$ cat config.mk
export PLATFORM = sky130hd
export DESIGN_NAME = asll_front
export DESIGN_NICKNAME = d
export VERILOG_FILES = /design/src/hdl/assert_macros.svh /design/src/hdl/asll_pkg.sv /design/src/hdl/asll_front.sv
export SDC_FILE = /design/constraint.sdc
export NUM_CORES = 1
export LEC_CHECK = 0
export BUFFER_PORTS_ARGS = -buffer_cell sky130_fd_sc_hd__buf_2
export CELL_PAD_IN_SITES_DETAIL_PLACEMENT = 0
export CELL_PAD_IN_SITES_GLOBAL_PLACEMENT = 1
export CORE_MARGIN = 2
export CORE_UTILIZATION = 40
export DETAILED_ROUTE_END_ITERATION = 8
export HOLD_SLACK_MARGIN = 0.08
export PLACE_DENSITY = 0.75
export SKIP_CTS_REPAIR_TIMING = 1
export SLEW_MARGIN = 0
export SYNTH_ARGS = -nofsm -noshare
export SYNTH_HDL_FRONTEND = slang
export SYNTH_SLANG_ARGS = --single-unit
$ cat constraint.sdc
create_clock -name clk -period 12.75 [get_ports clk]
set_clock_uncertainty 0.2 [all_clocks]
set_input_delay 0.6375 -clock clk [delete_from_list [all_inputs] [get_ports clk]]
set_output_delay 0.6375 -clock clk [all_outputs]
set_load 0.01 [all_outputs]
$ cat src/hdl/assert_macros.svh
// assertion macros used by the top-level rtl file
// no dependencies; SYNTH turns every check into an empty statement
`ifndef ASSERT_MACROS_SVH
`define ASSERT_MACROS_SVH
`ifndef SYNTH
`define ASSERT_CLK(name, clk, rst_n, prop) \
	name: assert property (@(posedge clk) disable iff (!rst_n) prop) \
	else $error("assertion failed");
`define ASSERT_NEVER(name, clk, rst_n, cond) \
	name: assert property (@(posedge clk) disable iff (!rst_n) !(cond)) \
	else $error("forbidden condition seen");
`else
`define ASSERT_CLK(name, clk, rst_n, prop)
`define ASSERT_NEVER(name, clk, rst_n, cond)
`endif
`endif

$ cat src/hdl/asll_pkg.sv
// types, constants and codes of the address symbol/line lookup
// no dependencies
`default_nettype none
package asll_pkg;
	localparam int SYMBOL_DEPTH_DEF = 4096;
	localparam int LINE_DEPTH_DEF   = 4096;
	localparam int COUNT_W          = 13;
	localparam logic [15:0] LINE_SAT  = 16'hFFFF;
	localparam logic [31:0] LAST_SPAN = 32'd65536;

	localparam logic CFG_SYMBOL_COUNT = 1'b0;
	localparam logic CFG_LINE_COUNT   = 1'b1;

	localparam logic [1:0] MODE_WSYM  = 2'd0;
	localparam logic [1:0] MODE_WLINE = 2'd1;
	localparam logic [1:0] MODE_LOOK  = 2'd2;

	typedef enum logic [1:0] {
		OP_WSYM  = 2'd0,
		OP_WLINE = 2'd1,
		OP_LOOK  = 2'd2,
		OP_NONE  = 2'd3
	} op_t;

	typedef struct packed {
		logic [1:0]  mode;
		logic [11:0] entry_index;
		logic [31:0] address;
		logic [31:0] entry_size;
		logic [31:0] entry_name_offset;
		logic [31:0] line_value;
		logic [15:0] entry_file_index;
	} cmd_t;

	typedef struct packed {
		logic        found_symbol;
		logic [31:0] symbol_name_ofs;
		logic        found_line;
		logic [15:0] hit_line_number;
		logic [15:0] hit_file_index;
		logic        hit;
	} result_t;

	// queued, already decoded transaction
	typedef struct packed {
		op_t         op;
		logic [11:0] slot;
		logic [31:0] address;
		logic [31:0] size;
		logic [31:0] name;
		logic [31:0] info;
	} entry_t;
endpackage
`default_nettype wire

$ cat src/hdl/asll_front.sv
// front end: accepts commands, decodes them and holds a two-entry queue
// depends on asll_pkg
`default_nettype none
module asll_front import asll_pkg::*; (
	input  wire logic   clk,
	input  wire logic   arst_n,
	input  wire logic   start,
	output logic        busy,
	input  wire cmd_t   cmd,
	output logic        q_valid,
	output entry_t      q_entry,
	input  wire logic   q_pop
);
	entry_t     q_mem_q [2];
	logic       wr_ptr_q;
	logic       rd_ptr_q;
	logic [1:0] count_q;
	logic       push;
	entry_t     dec;

	assign busy    = (count_q == 2'd2);
	assign push    = start && !busy;
	assign q_valid = (count_q != 2'd0);
	assign q_entry = q_mem_q[rd_ptr_q];

	always_comb begin
		dec.slot    = cmd.entry_index;
		dec.address = cmd.address;
		dec.size    = cmd.entry_size;
		dec.name    = cmd.entry_name_offset;
		// saturate line number, file index in upper half
		if (cmd.line_value > 32'(LINE_SAT)) begin
			dec.info = {cmd.entry_file_index, LINE_SAT};
		end else begin
			dec.info = {cmd.entry_file_index, cmd.line_value[15:0]};
		end
		unique case (cmd.mode)
			MODE_WSYM:  dec.op = OP_WSYM;
			MODE_WLINE: dec.op = OP_WLINE;
			MODE_LOOK:  dec.op = OP_LOOK;
			default:    dec.op = OP_NONE;
		endcase
	end

	always_ff @(posedge clk) begin
		if (push) begin
			q_mem_q[wr_ptr_q] <= dec;
		end
	end

	always_ff @(posedge clk or negedge arst_n) begin
		if (!arst_n) begin
			wr_ptr_q <= 1'b0;
			rd_ptr_q <= 1'b0;
			count_q  <= 2'd0;
		end else begin
			if (push) begin
				wr_ptr_q <= !wr_ptr_q;
			end
			if (q_pop) begin
				rd_ptr_q <= !rd_ptr_q;
			end
			if (push && !q_pop) begin
				count_q <= count_q + 2'd1;
			end else if (q_pop && !push) begin
				count_q <= count_q - 2'd1;
			end
		end
	end
endmodule
`default_nettype wire

; ---- Word-level counts from Yosys, hierarchy flattened
; Memory sizes are Yosys's and may differ from the RTL's.
; Index checks and enable logic that the tools add are counted.
[op_classes]
add_sub_neg = 2
magnitude_cmp = 1
n_eq_ne = 3
muxes = 6
n_reduce_logical = 11
[op_table]
columns = cell, n
row1 = "greater-than comparator 32 x 16 -> 1 bit, second input constant", 1
row2 = two-way mux 16 bit, 1
row3 = case mux 2 bit (3 select lines), 1
row4 = logical NOT 1 bit, 5
row5 = "== test 2 bit, second input constant", 2
row6 = two-way mux 2 bit, 2
row7 = nonzero test 2 bit, 2
row8 = logical AND 1 bit, 3
row9 = "adder 2 x 1 -> 2 bit, second input constant", 1
row10 = "== test 2 x 1 -> 1 bit, second input constant", 1
row11 = logical NOT 2 bit, 1
row12 = two-way mux 1 bit, 2
row13 = "subtractor 2 x 1 -> 2 bit, second input constant", 1
[totals]
ff_bits = 4
mem_bits_rw = 284
input_bits = 162
word_cells = 27
memories = 1
[memory_table]
columns = name, depth, width, rd, rd_clocked_by_memory_dff, write_ports, line
row1 = q_mem_q, 2, 142, 1, 0, 1, asll_front.sv:14  ; entry_t q_mem_q [2];

; ---- Longest topological paths before layout
[logic_depth]
ltp_word = 7
ltp_mapped = 7
mapped_depth_nobuf = 7

; ---- Worst setup path before layout
; No wires, ideal clock.
[synth_path]
path_kind = input -> register
startpoint = input port start
endpoint = memory q_mem_q[0][0] (netlist name) (enable)
arrival_ns = 6.623
path_slack_ns = 5.282
stages = 2
cell_sequence = nand2_1 -> nor2_1
[synth_between]
elab_chain_len = 3
[synth_lines]
columns = element, line
row1 = from (decl), asll_front.sv:7  ; input wire logic start,
row2 = logical AND 1 bit, asll_front.sv:22  ; assign push = start && !busy;
row3 = two-way mux 1 bit, asll_front.sv:46  ; if (push) begin
row4 = two-way mux 1 bit (implied by the code), asll_front.sv:47  ; q_mem_q[wr_ptr_q] <= dec;
row5 = to (decl), asll_front.sv:14
; No other way between the ends.

==> metrics <==
most frequent cells in the layout=buf_2, edfxtp_1, mux2_2; Placement Setup Slack=9222 ps; core area=25980 um2; Area growth syn-to-layout=38.28%; drt pass-1 iters=6; GRT Total Usage=14.56%; Post-Syn Area=between 10000 and 15000 um2; Seq cells post-synth=288; Setup CP Type=register to output pin; worst hold path class=input pin to register; commonest non-fill, non-tap cell in the layout=buf_2; Netlist cell types=18; outcome=complete, no violations; max-slew violations=0; syn nets=about 650; global-route wire length before repair=31720 um; Slew @ Worst Pin=around 1100 ps; setup ws final=8768 ps; Reg clk slew, reported paths=60 ps; Finished Cell Area=14610 um2; Placed Instance Area=12460 um2; RePlAce Congestion=around 0.77; CP Data Arrival Time=3140 ps; H-tree levels=1; vias in the first global route=between 5000 and 6000; nets=1093; Sw Share=~29%; Port Buffers=305; largest net degree at the start of global routing=80; starting density of the core=40.66%; drt total wl=22040 um; Max Freq=251.2 MHz; combinational share of power=about 28%; Final ANT Viol Nets=0; final hold violations=0; sequential share of power=45.0%; fin crit share=around 31%; Cell Int Power=0.002179 W; Max Cap Viol=0; unrepaired setup endpoints after global routing=false; CTS tree=built; layout cell share with drive strength beyond 1=between 50 and 60%; placement row count=59; Crit Path Max Fanout=between 70 and 80; Die H=166.5 um; Root Driver=clkbuf_16; Switch Pwr=0.0008768 W; num ports=306; hpwl dp=13710 um; synth warn=0; Avg Synthesized Cell Area=around 22 um2; # setup viols final=0; drc violations=0; P_leak=5.460 nW; sequential share of the synthesized area=81.66%; fillers=2085; Die X=around 170 um; via count=6015; Inserted Clock Buffers=31; setup TNS=0 ps; DIE AREA=27730 um2; insertion delay to the later sink of the worst-skew pair=530 ps; CP endpoint kind=output pin; GRT Residual Overflow=0; Non-Filler Instances=1289; Final Critical Period=3982 ps; clock group share of total power=27.0%; Max VDD drop=around 0.00013 V; initial antenna violation count=2; dpl cells=approximately 1100; Routed WL per cell=about 17 um; Rel. slew slack=between 20% and 30%; clk sinks=about 290; Vias/cell=~4.7; Max clock buf depth=3; Critical Path RT=11910 ps; CP Launch Type=register; Synth Instances=slightly below 500; number of DRC markers in iteration 0=between 200 and 300; power per standard cell area=209.2 nW/um2
-- cells by family after synthesis --
group	synth area share [%]
fa+ha+maj	0.1184
buf+inv	1.149
xor+xnor	0.4145
simple gates	1.528
mux	15.13
flops	81.66
-- final timing paths --
| check | from | cells after the start | slack [ps] | endpoint |
|---|---|---|---|---|
| setup / recovery | rd_ptr_q | 3 | 8770 | q_entry[38] |
| hold / removal | cmd[150] | 1 | 100 | q_mem_q[1][134] |
| setup reg to reg | count_q[0] | 4 | 9610 | q_mem_q[0][114] |
| hold reg to reg | count_q[1] | 1 | 280 | count_q[1] |
| max in group asynchronous | arst_n | 2 | 11960 | rd_ptr_q |
| min in group asynchronous | arst_n | 2 | 260 | rd_ptr_q |
-- synthesized netlist by cell type, drive strengths merged --
cell    count  share of area (%)
buf        17               0.97
edfxtp    284                 81
xor2        3               0.25
or2        17                1.0
ha          1               0.12
nand2b      1              0.059
nor2        2              0.071
xnor2       2               0.17
nand4       1              0.059
clkbuf      2              0.071
dfrtp       4               0.95
inv         3               0.11
nor4        4               0.24
and3        1              0.059
mux2      142                 15
nand2       1              0.035
-- critical path, stage by stage, from the launching register on --
cell	delay (ps)
dfrtp_4	990
buf_4	940
mux2_2	440
buf_2	140
-- area by class of cell --
cell class                      count  area [um2]  area share [%]
Antenna cell                        2       5.005         0.03425
Sequential cell                   288        8632           59.08
Clock buffer                       39       805.8           5.515
Clock inverter                     16       133.9          0.9163
Inverter                            3       11.26         0.07707
Multi-Input combinational cell    175        1829           12.52
Tap cell                          335       419.2           2.869
Timing Repair Buffer              431        2775           18.99
-- stage by stage --
| step | hold WS, ps | power [W] | utilization [%] |
|---|---|---|---|
| after floorplan | 141.9 | 0.001936 | - |
| after global placement | 247.2 | 0.002230 | 47.93 |
| after detailed placement | 250.1 | 0.002241 | 47.93 |
| after CTS | -337.4 | 0.003074 | 51.55 |
| after global routing | 81.04 | 0.003204 | 56.23 |
| final | 99.73 | 0.003056 | 56.23 |
-- routing by layer --
metal / GRT usage, % / part of all wire (%) / vias to the layer above
met3: 4.064 / 6.0 / 40
li1: - / - / 2808
met2: 25.48 / 51 / 208
met1: 17.38 / 40 / 2959
met5: 0 / 0 / -
met4: 4.873 / 2.7 / 0
-- sequential cells by signal (all words and copies together), names as in the netlist --
register and count:
q_mem_q 284, count_q 2, rd_ptr_q 1, wr_ptr_q 1
-- power groups by stage --
| stage | sequential, W | combinational [W] | clock [W] |
|---|---|---|---|
| detailed placement | 0.00140 | 0.000843 | 0 |
| global route | 0.00140 | 0.000922 | 0.000885 |
| CTS | 0.00138 | 0.000847 | 0.000849 |
| finish | 0.00138 | 0.000857 | 0.000824 |
| global placement | 0.00139 | 0.000843 | 0 |
| floorplan | 0.00138 | 0.000556 | 0 |
Note: power is estimated with default switching activity, not from simulation.
